[src/sv/running_average_motion_mask_assert.svh]
// Assertion shorthands for the motion mask block.
// Both sample on clk_i and are off while rst_ni is low.
`ifndef RUNNING_AVERAGE_MOTION_MASK_ASSERT_SVH
`define RUNNING_AVERAGE_MOTION_MASK_ASSERT_SVH

// Property must hold at every clock edge out of reset.
`define RAMM_ASSERT(label, prop, msg) \
  label: assert property (@(posedge clk_i) disable iff (!rst_ni) prop) else $error(msg);

// Condition must never be seen at a clock edge out of reset.
`define RAMM_ASSERT_NEVER(label, cond, msg) \
  label: assert property (@(posedge clk_i) disable iff (!rst_ni) !(cond)) else $error(msg);

`endif

[src/sv/ramm_ram.sv]
module ramm_ram #(
  parameter int Width = 8,
  parameter int Depth = 16,
  localparam int AddrW = (Depth > 1) ? $clog2(Depth) : 1
) (
  input  logic             clk_i,
  input  logic             we_i,
  input  logic [AddrW-1:0] waddr_i,
  input  logic [Width-1:0] wdata_i,
  input  logic             re_i,
  input  logic [AddrW-1:0] raddr_i,
  output logic [Width-1:0] rdata_o
);

  logic [Width-1:0] mem_q [Depth];

  // One write and one registered read per cycle; a read at the written
  // address returns the old contents.
  always_ff @(posedge clk_i) begin
    if (we_i) begin
      mem_q[waddr_i] <= wdata_i;
    end
    if (re_i) begin
      rdata_o <= mem_q[raddr_i];
    end
  end

endmodule

[config.mk]
export PLATFORM = sky130hd
export DESIGN_NAME = ramm_ram
export DESIGN_NICKNAME = d
export VERILOG_FILES = /design/src/sv/running_average_motion_mask_assert.svh /design/src/sv/ramm_ram.sv
export SDC_FILE = /design/constraint.sdc
export NUM_CORES = 1
export LEC_CHECK = 0
export BUFFER_PORTS_ARGS = -buffer_cell sky130_fd_sc_hd__buf_4
export CORE_MARGIN = 5
export CORE_UTILIZATION = 50
export DETAILED_ROUTE_END_ITERATION = 10
export PLACE_DENSITY = 0.73
export SLEW_MARGIN = 25
export SYNTH_ARGS = -nofsm -noshare
export SYNTH_HDL_FRONTEND = slang
export SYNTH_SLANG_ARGS = --single-unit
[constraint.sdc]
create_clock -name clk_i -period 2 [get_ports clk_i]
set_input_delay 0.1 -clock clk_i [delete_from_list [all_inputs] [get_ports clk_i]]
set_output_delay 0.1 -clock clk_i [all_outputs]
set_load 0.005 [all_outputs]
==> results of run 1 <==
==> registers in the layout, indices dropped and copies added (netlist names) <==
name	flops
mem_q	128
rdata_o	8
==> report_power, final <==
group	total, W	internal [W]	switching, W	leakage, nW
clock	0.00291	0.00177	0.00114	0.261
sequential	0.00323	0.00321	0.0000169	1.24
combinational	0.000314	0.000151	0.000163	0.639
total	0.00645	0.00513	0.00132	2.14
==> placed cells by master, fill, tap and decap left out, drive strengths merged, types with 5 or more instances in the layout <==
| cell type | count |
|---|---|
| mux4 | 32 |
| clkinv | 7 |
| clkinvlp | 5 |
| nor2 | 13 |
| dlygate4sd3 | 9 |
| clkbuf | 17 |
| buf | 45 |
| nand2 | 9 |
| a22oi | 16 |
| edfxtp | 136 |
==> cells by family after synthesis <==
| logic type | count (synthesis) | share of synthesized area (%) |
|---|---|---|
| AO/OA/AOI/OAI | 16 | 2.298 |
| buffers and inverters | 10 | 1.651 |
| flip-flops | 136 | 78.12 |
| multiplexers | 32 | 14.79 |
| AND/OR/NAND/NOR | 35 | 3.136 |
==> layout make-up <==
type | count | area [um^2]
sequential | 136 | 4084
clock buffer | 17 | 414.1
multi-input combinational | 83 | 1057
clock inverter | 15 | 153.9
timing repair buffer | 54 | 440.4
fill | 690 | 3958
tap | 136 | 170.2
==> worst min path at each step <==
stage / start / to / slack [ns] / cells after the start
2_1_floorplan: wdata_i[0] / mem_q[0][0] / 0.20 / 0
3_3_place_gp: wdata_i[7] / mem_q[4][7] / 0.40 / 1
3_5_place_dp: re_i / rdata_o[2] / 0.41 / 1
4_1_cts: waddr_i[1] / mem_q[0][5] / 0.08 / 3
5_1_grt: waddr_i[1] / mem_q[8][1] / 0.09 / 3
6_report: waddr_i[0] / mem_q[4][1] / 0.11 / 3
==> stage by stage <==
step,area [um^2],utilization [%],total power [W],setup WS [ns],hold WS [ns]
after floorplan,5228,-,0.003446,0.4071,0.1989
after global placement,5662,55.09,0.003582,0.2211,0.4049
after detailed placement,5662,55.09,0.003591,0.2322,0.4081
after CTS,6320,61.49,0.006493,0.3826,0.08338
after global routing,6320,61.49,0.006677,0.2956,0.08702
final,6320,61.49,0.006452,0.4089,0.1082
==> tightest hold or removal path: stages <==
cell and delay [ns]:
sky130_fd_sc_hd__buf_4 0.12, sky130_fd_sc_hd__nor3_1 0.06, sky130_fd_sc_hd__buf_4 0.17
==> what timing repair did <==
item / CTS / global route
hold endpoints to repair: 136 / 0
buffers inserted: 0 / 0
hold buffers: 9 / 0
==> layer usage <==
| layer | global-route usage [%] | vias up | part of all wire [%] |
|---|---|---|---|
| li1 | - | 1112 | - |
| met1 | 20.79 | 1275 | 40 |
| met2 | 27.25 | 84 | 53 |
| met3 | 6.900 | 6 | 6.6 |
| met4 | 5.529 | 0 | 1.0 |
| met5 | 0 | - | 0 |
==> out/summary.md, run 1 <==
* **outcome** finished, final reports clean
* **gate family responsible for the most delay along the worst path** multiplexers
* **Buf+Inv Stages, Crit Path** 0
* **die span in y** 112.3 um
* **detailed-route vias per instance** 5.617
* **Critical Path Max Stage Delay** 0.56 ns
* **GPL Wtd Cong** 0.7620
* **Post-synth EDFFs** 136
* **clock tree from TritonCTS** built
* **count of placed standard cells in the final layout, fillers left out** 441
* **leading area contributor after synthesis** sky130_fd_sc_hd__edfxtp_1
* **total I/O pin count** 27
* **count of warnings emitted by yosys** 0
* **Synth async-reset ratio** 0%
* **dpl hpwl** 6010 um
* **port buffer count** 26
* **layout-stage area growth over the synthesis result** 20.90%
* **floorplan die area** 12600 um^2
* **list of most frequent post-synthesis cells** sky130_fd_sc_hd__edfxtp_1 (136), sky130_fd_sc_hd__mux4_2 (18), sky130_fd_sc_hd__a22oi_1 (16), sky130_fd_sc_hd__mux4_1 (14), sky130_fd_sc_hd__nor2_1 (13)
* **number of buffers between clock root and the deepest sink** 2
* **cell with the most instances after synthesis** sky130_fd_sc_hd__edfxtp_1
* **effective utilization at floorplan** 50.86%
* **Net Count, Synth** 248
* **overall routing resource usage** 16.83%
* **critical path launch point type** flip-flop
* **fin crit share** 79.55%
* **TritonCTS sink count** 136
* **fraction of the yosys area taken by sequential cells** 78.12%
* **core region area** 10280 um^2
* **RSZ-0062 raised after global routing** false
* **largest net degree at the start of global routing** 33
* **router iterations before antenna repair** 4
* **FF-to-FF End** rdata_o[5]
* **number of global-route vias before repair** 2567
* **global-route wire length before repair** 14960 um
* **CTS clock-pin slew for the worst setup and hold paths** 0.06 ns
* **Worst Hold Class** in -> reg
* **first-iteration detailed-routing DRC count** 208
* **number of unique standard cell types used by synthesis** 18
* **transition at the pin with the smallest max-transition slack** 0.6046 ns
* **Most used DFF post-synth** sky130_fd_sc_hd__edfxtp_1
* **H-Tree Depth** 4
* **clk root buf** sky130_fd_sc_hd__clkbuf_8
* **FF-to-FF setup slack** 0.41 ns
* **reg-to-reg critical path startpoint** mem_q[1][5]
* **Crit. End Element** flip-flop
* **capturing element of the worst setup path** rdata_o[5]
* **GRT Residual Overflow** 0
* **Slew Limit Headroom** 59.55%
* **total wirelength of the detailed-routed design** 9751 um
* **drt drc** 0
* **cell with the largest stage delay on the worst path** sky130_fd_sc_hd__mux4_1
* **number of endpoints failing setup at the final stage** 0
* **maximum clock frequency** 628.5 MHz
* **maximum VDD drop** 534.8 uV
* **data arrival time of the critical path** 1.86 ns
* **row count** 37
* **final-report max-slew violation count** 0
* **cts repair resizes** 0
* **horizontal die dimension** 112.3 um
* **proportion of layout cells with a drive suffix above 1** 30.82%
* **Synth Register Bits** 136
* **power per cell area** 1021 nW/um^2
* **number of cells on the worst reg-to-reg path** 3
* **TritonCTS Buffers** 17
* **Skew-Pair Late Insertion Delay** 0.52 ns
* **Mapped Area** 5228 um^2
* **biggest area contributors in the synthesized netlist** sky130_fd_sc_hd__edfxtp_1 (78%), sky130_fd_sc_hd__mux4_2 (7.8%), sky130_fd_sc_hd__mux4_1 (7.0%), sky130_fd_sc_hd__a22oi_1 (2.3%), sky130_fd_sc_hd__nor2_1 (0.93%)
* **total stage count of the critical path** 3
* **Inst Count DP** 400
* **Leakage Power** 2.136 nW
* **data required time at the worst endpoint** 2.27 ns
* **Routed wire per std cell** 22.11 um
* **setup TNS** 0 ns
* **highest fanout seen on the critical path** 1
* **clock skew after layout** 0.005732 ns
* **endpoints failing hold** 0
* **classification of the worst setup path** reg -> reg
* **cell count after synthesis** 229
* **nets** 311
* **number of antenna violations at the first check in global routing** 0
* **final period demand of the worst path** 1.591 ns
* **total via count in the routed design** 2477
* **worst-path cell chain** mux4_1 > a22oi_1 > nand2_1
* **# diodes** 0
* **area share of the largest cell type after synthesis** 78.12%
* **number of max-cap violations** 0
* **Avg Inst Size Synth** 22.83 um^2
* **number of antenna-violating nets in the routed design** 0
* **crit path from** mem_q[1][5]
(Power assumes the default switching activity.)
==> run 2: changes to the inputs <==
Clock period 2 ns to 1.54 ns, I/O delays scaled along.
==> run 2 against run 1 <==
Effect of this change:
- die area stayed put
- combinational power up 45%
- power grew 30%
- final area rose by 1.7%
- sequential share of layout area shrank 1.1 points
- wire length grew 6.1%
- clock skew rose by 0.0029 ns
- critical endpoint is now rdata_o[1]
- largest power group unchanged
==> out/summary.md, run 2 (synthesized netlist as in run 1, its figures left out) <==
* **classification of the worst setup path** reg -> reg
* **number of flip-flops in the largest register** 128
* **horizontal die dimension** 112.3 um
* **floorplan die area** 12600 um^2
* **critical path launch point type** flip-flop
* **number of antenna-violating nets in the routed design** 0
* **largest net degree at the start of global routing** 18
* **overall routing resource usage** 17.65%
* **global-route wire length before repair** 15900 um
* **Design Area, Final** 6425 um^2
* **setup TNS** 0 ns
* **nets** 320
* **largest reg by FF count** mem_q
* **clock skew after layout** 0.008662 ns
* **largest registers** mem_q: 128 flops, rdata_o: 8 flops
* **maximum VDD drop** 653.1 uV
* **Skew-Pair Late Insertion Delay** 0.52 ns
* **total I/O pin count** 27
* **final-report max-slew violation count** 0
* **proportion of layout cells with a drive suffix above 1** 33.65%
* **clock tree from TritonCTS** built
* **number of buffers between clock root and the deepest sink** 2
* **total via count in the routed design** 2577
* **outcome** finished, final reports clean
* **transition at the pin with the smallest max-transition slack** 0.4100 ns
* **layout-stage area growth over the synthesis result** 22.91%
* **highest fanout seen on the critical path** 1
* **number of antenna violations at the first check in global routing** 0
* **TritonCTS Buffers** 17
* **Combinational Power Share** 5.4%
* **number of endpoints failing setup at the final stage** 0
* **number of global-route vias before repair** 2702
* **FF-to-FF setup slack** 0.04 ns
* **number of cells on the worst reg-to-reg path** 3
* **port buffer count** 26
* **part of the total power dissipated in sequential elements** 50.2%
* **effective utilization at floorplan** 50.86%
* **Area after DPL** 5784 um^2
* **cell with the largest stage delay on the worst path** sky130_fd_sc_hd__mux4_1
* **CTS clock-pin slew for the worst setup and hold paths** 0.06 ns
* **highest-count cells in the layout ignoring fill and taps** sky130_fd_sc_hd__edfxtp_1 (136), sky130_fd_sc_hd__buf_4 (49), sky130_fd_sc_hd__mux4_2 (19), sky130_fd_sc_hd__clkbuf_16 (16), sky130_fd_sc_hd__a22oi_1 (15)
* **RSZ-0062 raised after global routing** false
* **Switching Share** 20.15%
* **GRT Residual Overflow** 0
* **power per cell area** 1301 nW/um^2
* **worst-path cell chain** mux4_1 > a22oi_1 > nand2_1
* **total wirelength of the detailed-routed design** 10350 um
* **maximum clock frequency** 666.1 MHz
* **GPL Wtd Cong** 0.7597
* **data required time at the worst endpoint** 1.79 ns
* **Worst Hold Class** in -> reg
* **endpoints failing hold** 0
* **Hold Path Cell Cnt** 3
* **Critical Path Max Stage Delay** 0.50 ns
* **data arrival time of the critical path** 1.76 ns
* **die span in y** 112.3 um
* **Buf+Inv Stages, Crit Path** 0
* **row count** 37
* **clk root buf** sky130_fd_sc_hd__clkbuf_8
* **number of max-cap violations** 0
* **most common library cell in the layout ignoring fill and taps** sky130_fd_sc_hd__edfxtp_1
* **final period demand of the worst path** 1.501 ns
* **Slew Limit Headroom** 72.67%
* **power share of the clock group** 44.4%
* **dpl hpwl** 6688 um
* **TritonCTS sink count** 136
* **detailed-route vias per instance** 5.752
* **total stage count of the critical path** 3
* **H-Tree Depth** 4
* **router iterations before antenna repair** 4
* **drt drc** 0
* **Cell Int Power** 0.006673 W
* **Leakage Power** 2.193 nW
* **gate family responsible for the most delay along the worst path** multiplexers
* **switching power** 0.001684 W
* **fin crit share** 97.49%
* **Routed wire per std cell** 23.09 um
* **Crit. End Element** flip-flop
* **# diodes** 0
* **core region area** 10280 um^2
* **first-iteration detailed-routing DRC count** 183
[run 2: changes by cell type in the layout (fill, tap and decap cells not counted), sizes merged]
cell and change:
buf +9, clkbuf +1, clkinv -1, clkinvlp -1, inv -1
[run 2: per-layer routing]
| metal | part of all wire (%) | wire length (um) | GRT usage (%) | up-vias |
|---|---|---|---|---|
| met5 | 0 | 0 | 0 | - |
| met3 | 6.3 | 647 | 4.205 | 11 |
| met1 | 41 | 4234 | 23.07 | 1336 |
| met4 | 1.4 | 143 | 6.651 | 0 |
| li1 | - | - | - | 1126 |
| met2 | 51 | 5321 | 29.04 | 104 |
[run 2: worst paths after layout]
| kind | from | end |
|---|---|---|
| setup / recovery | mem_q[8][1] | rdata_o[1] |
| hold / removal | waddr_i[0] | mem_q[4][4] |
| setup reg to reg | mem_q[8][1] | rdata_o[1] |
| hold reg to reg | mem_q[15][5] | rdata_o[5] |
[run 2: cell type report]
cell class                      instances  area [um^2]
Tap cell                              136        170.2
Multi-Input combinational cell         83         1064
Clock inverter                         12        131.4
Clock buffer                           18        417.9
Timing Repair Buffer                   63        558.0
Sequential cell                       136         4084
Fill cell                             727         3852
[run 2: power groups by stage]
stage | logic, W | clock network [W] | registers, W
2_1_floorplan | 0.000211 | 0 | 0.00426
3_3_place_gp | 0.000423 | 0 | 0.00427
3_5_place_dp | 0.000438 | 0 | 0.00427
4_1_cts | 0.000460 | 0.00376 | 0.00420
5_1_grt | 0.000488 | 0.00394 | 0.00420
6_report | 0.000454 | 0.00371 | 0.00419
[run 2: through the flow]
step | hold slack (ns) | setup WS [ns] | cells | power (W) | utilization [%]
floorplan | 0.1759 | 0.1806 | 229 | 0.004476 | -
global placement | 0.3768 | -0.06739 | 409 | 0.004690 | 56.28
detailed placement | 0.3860 | -0.08984 | 409 | 0.004709 | 56.28
CTS | 0.04654 | 0.03027 | 448 | 0.008411 | 62.55
global route | 0.05097 | 0.01062 | 448 | 0.008629 | 62.52
finish | 0.06546 | 0.03862 | 448 | 0.008356 | 62.52
[run 2: tightest hold or removal path, cell delays in order]
cell and delay, ns:
sky130_fd_sc_hd__buf_4 0.12, sky130_fd_sc_hd__nor3_1 0.07, sky130_fd_sc_hd__buf_4 0.15
[run 2: repair_timing]
item / in CTS / in global routing
hold buffers: 9 / 0
gates cloned: 0 / 0
setup endpoints to repair: 1 / 2
buffers inserted: 0 / 0
pin swaps: 0 / 1
resized for setup: 1 / 1
endpoints found under the hold margin: 136 / 0
==> run 3: changes to the inputs <==
Settings changed: CORE_ASPECT_RATIO set to 0.9, CTS_CLUSTER_SIZE set to 10.
==> run 3 against run 2 <==
Effect of this change:
- flip-flop and latch count unchanged
- die area about the same
- clock power up 2%
- global-route usage down 0.40 points
- sequential power about the same
- critical endpoint is now rdata_o[2]
- largest power group unchanged
- highest routed layer unchanged
==> out/summary.md, run 3 (synthesized netlist as in run 1, its figures left out) <==
* **outcome** finished, final reports clean
* **Routed wire per std cell** 23.14 um
* **Worst Hold Class** in -> reg
* **highest fanout seen on the critical path** 1
* **number of buffers between clock root and the deepest sink** 2
* **FF-to-FF setup slack** 0.07 ns
* **Skew-Pair Late Insertion Delay** 0.40 ns
* **power share of the clock group** 45.0%
* **horizontal die dimension** 117.8 um
* **CTS clock-pin slew for the worst setup and hold paths** 0.06 ns
* **maximum VDD drop** 766.9 uV
* **final period demand of the worst path** 1.466 ns
* **floorplan die area** 12600 um^2
* **Slew Limit Headroom** 72.32%
* **Crit. End Element** flip-flop
* **most common library cell in the layout ignoring fill and taps** sky130_fd_sc_hd__edfxtp_1
* **share of the core filled with cells in the final layout** 62.41%
* **Hold Path Cell Cnt** 1
* **final-report max-slew violation count** 0
* **layout-stage area growth over the synthesis result** 22.33%
* **classification of the worst setup path** reg -> reg
* **detailed-route vias per instance** 5.818
* **Cell Int Power** 0.006749 W
* **first-iteration detailed-routing DRC count** 145
* **highest-count cells in the layout ignoring fill and taps** sky130_fd_sc_hd__edfxtp_1 (136), sky130_fd_sc_hd__buf_4 (48), sky130_fd_sc_hd__mux4_2 (18), sky130_fd_sc_hd__clkbuf_16 (17), sky130_fd_sc_hd__a22oi_1 (15)
* **Worst Hold Slack** 0.02300 ns
* **Switching Share** 20.00%
* **drt drc** 0
* **PnR Total Power** 0.008437 W
* **number of max-cap violations** 0
* **area used by multi-input combinational logic** 1067 um^2
* **port buffer count** 26
* **clk root buf** sky130_fd_sc_hd__clkbuf_16
* **Combinational Power Share** 5.2%
* **largest registers** mem_q: 128 flops, rdata_o: 8 flops
* **TritonCTS sink count** 136
* **clock skew after layout** 0.008116 ns
* **largest reg by FF count** mem_q
* **Leakage Power** 2.192 nW
* **power per cell area** 1319 nW/um^2
* **FF-to-FF End** rdata_o[2]
* **number of global-route vias before repair** 2716
* **effective utilization at floorplan** 51.01%
* **largest net degree at the start of global routing** 17
* **most congested layer reported by global routing** met2
* **dpl hpwl** 6629 um
* **Filler Cell Count** 700
* **data required time at the worst endpoint** 1.69 ns
* **GRT Residual Overflow** 0
* **fin crit share** 95.20%
* **endpoints failing hold** 0
* **RSZ-0062 raised after global routing** false
* **# diodes** 0
* **total wirelength of the detailed-routed design** 10180 um
* **Worst Setup Slack post-DPL** -0.1011 ns
* **PnR worst setup slack** 0.07393 ns
* **clock tree from TritonCTS** built
* **total I/O pin count** 27
* **number of antenna-violating nets in the routed design** 0
* **proportion of layout cells with a drive suffix above 1** 32.48%
* **data arrival time of the critical path** 1.62 ns
* **GR Util met2** 28.11%
* **number of cells on the worst reg-to-reg path** 3
* **router iterations before antenna repair** 4
* **reg-to-reg critical path startpoint** mem_q[9][2]
* **die span in y** 107 um
* **number of flip-flops in the largest register** 128
* **GPL Wtd Cong** 0.7512
* **total via count in the routed design** 2560
* **startpoint of the tightest hold check path** wdata_i[6]
* **global-route wire length before repair** 15800 um
* **part of the total power dissipated in sequential elements** 49.8%
* **Area after DPL** 5748 um^2
* **nets** 317
* **worst hold path endpoint** mem_q[0][6]
* **number of antenna violations at the first check in global routing** 0
* **TritonCTS Buffers** 17
* **overall routing resource usage** 17.25%
* **critical path launch point type** flip-flop
* **row count** 35
* **core region area** 10250 um^2
* **maximum clock frequency** 682.1 MHz
* **area used by sequential logic in the layout** 4084 um^2
* **switching power** 0.001687 W
* **Design Area, Final** 6395 um^2
* **number of endpoints failing setup at the final stage** 0
* **met3 usage** 4.589%
* **H-Tree Depth** 4
* **transition at the pin with the smallest max-transition slack** 0.4152 ns
* **met1 track demand over resource** 22.89%
-- run 3: per-stage QoR --
step / cells / TNS, ns
after floorplan: 229 / 0
after global placement: 400 / -0.1431
after detailed placement: 400 / -0.1579
after CTS: 440 / 0
after global routing: 440 / 0
final: 440 / 0
-- run 3: layout make-up --
type | instances | share of cell area, %
Timing Repair Buffer | 60 | 8.139
Clock buffer | 18 | 6.711
Clock inverter | 14 | 2.074
Sequential cell | 136 | 63.86
Multi-Input combinational cell | 83 | 16.69
Tap cell | 129 | 2.524
-- run 3: critical path, stage by stage (launching register included) --
cell and delay [ns]:
sky130_fd_sc_hd__edfxtp_1 0.36, sky130_fd_sc_hd__mux4_1 0.52, sky130_fd_sc_hd__a22oi_1 0.25, sky130_fd_sc_hd__nand2_1 0.08
-- run 3: layer usage --
metal  wire [um]  vias to the layer above  share of wire, %
met5           0                        -                 0
met4         104                        0               1.0
met3         613                       12               6.0
met2        5271                       68                52
met1        4192                     1360                41
li1            -                     1120                 -
-- run 3: timing repair --
item	CTS	global route
pin swaps	0	1
buffers inserted	0	0
hold endpoints to repair	120	0
hold buffers	8	0
setup endpoints to repair	1	1
gates cloned	0	0
gates resized for setup	1	0
-- run 3: worst max-delay path by stage --
stage                           start    endpoint  slack (ns)  cells after the start
after floorplan            raddr_i[0]  rdata_o[1]        0.18                      5
after global placement     raddr_i[0]  rdata_o[1]       -0.11                      6
after detailed placement   raddr_i[0]  rdata_o[1]       -0.10                      6
after CTS                 mem_q[9][2]  rdata_o[2]        0.04                      3
after global routing      mem_q[9][1]  rdata_o[1]       0.003                      3
final                     mem_q[9][2]  rdata_o[2]        0.07                      3
-- run 3: power by group through the flow --
stage,clock network [W],registers [W],logic (W)
2_1_floorplan,0,0.00426,0.000211
3_3_place_gp,0,0.00427,0.000414
3_5_place_dp,0,0.00427,0.000425
4_1_cts,0.00386,0.00420,0.000445
5_1_grt,0.00404,0.00420,0.000475
6_report,0.00380,0.00420,0.000438
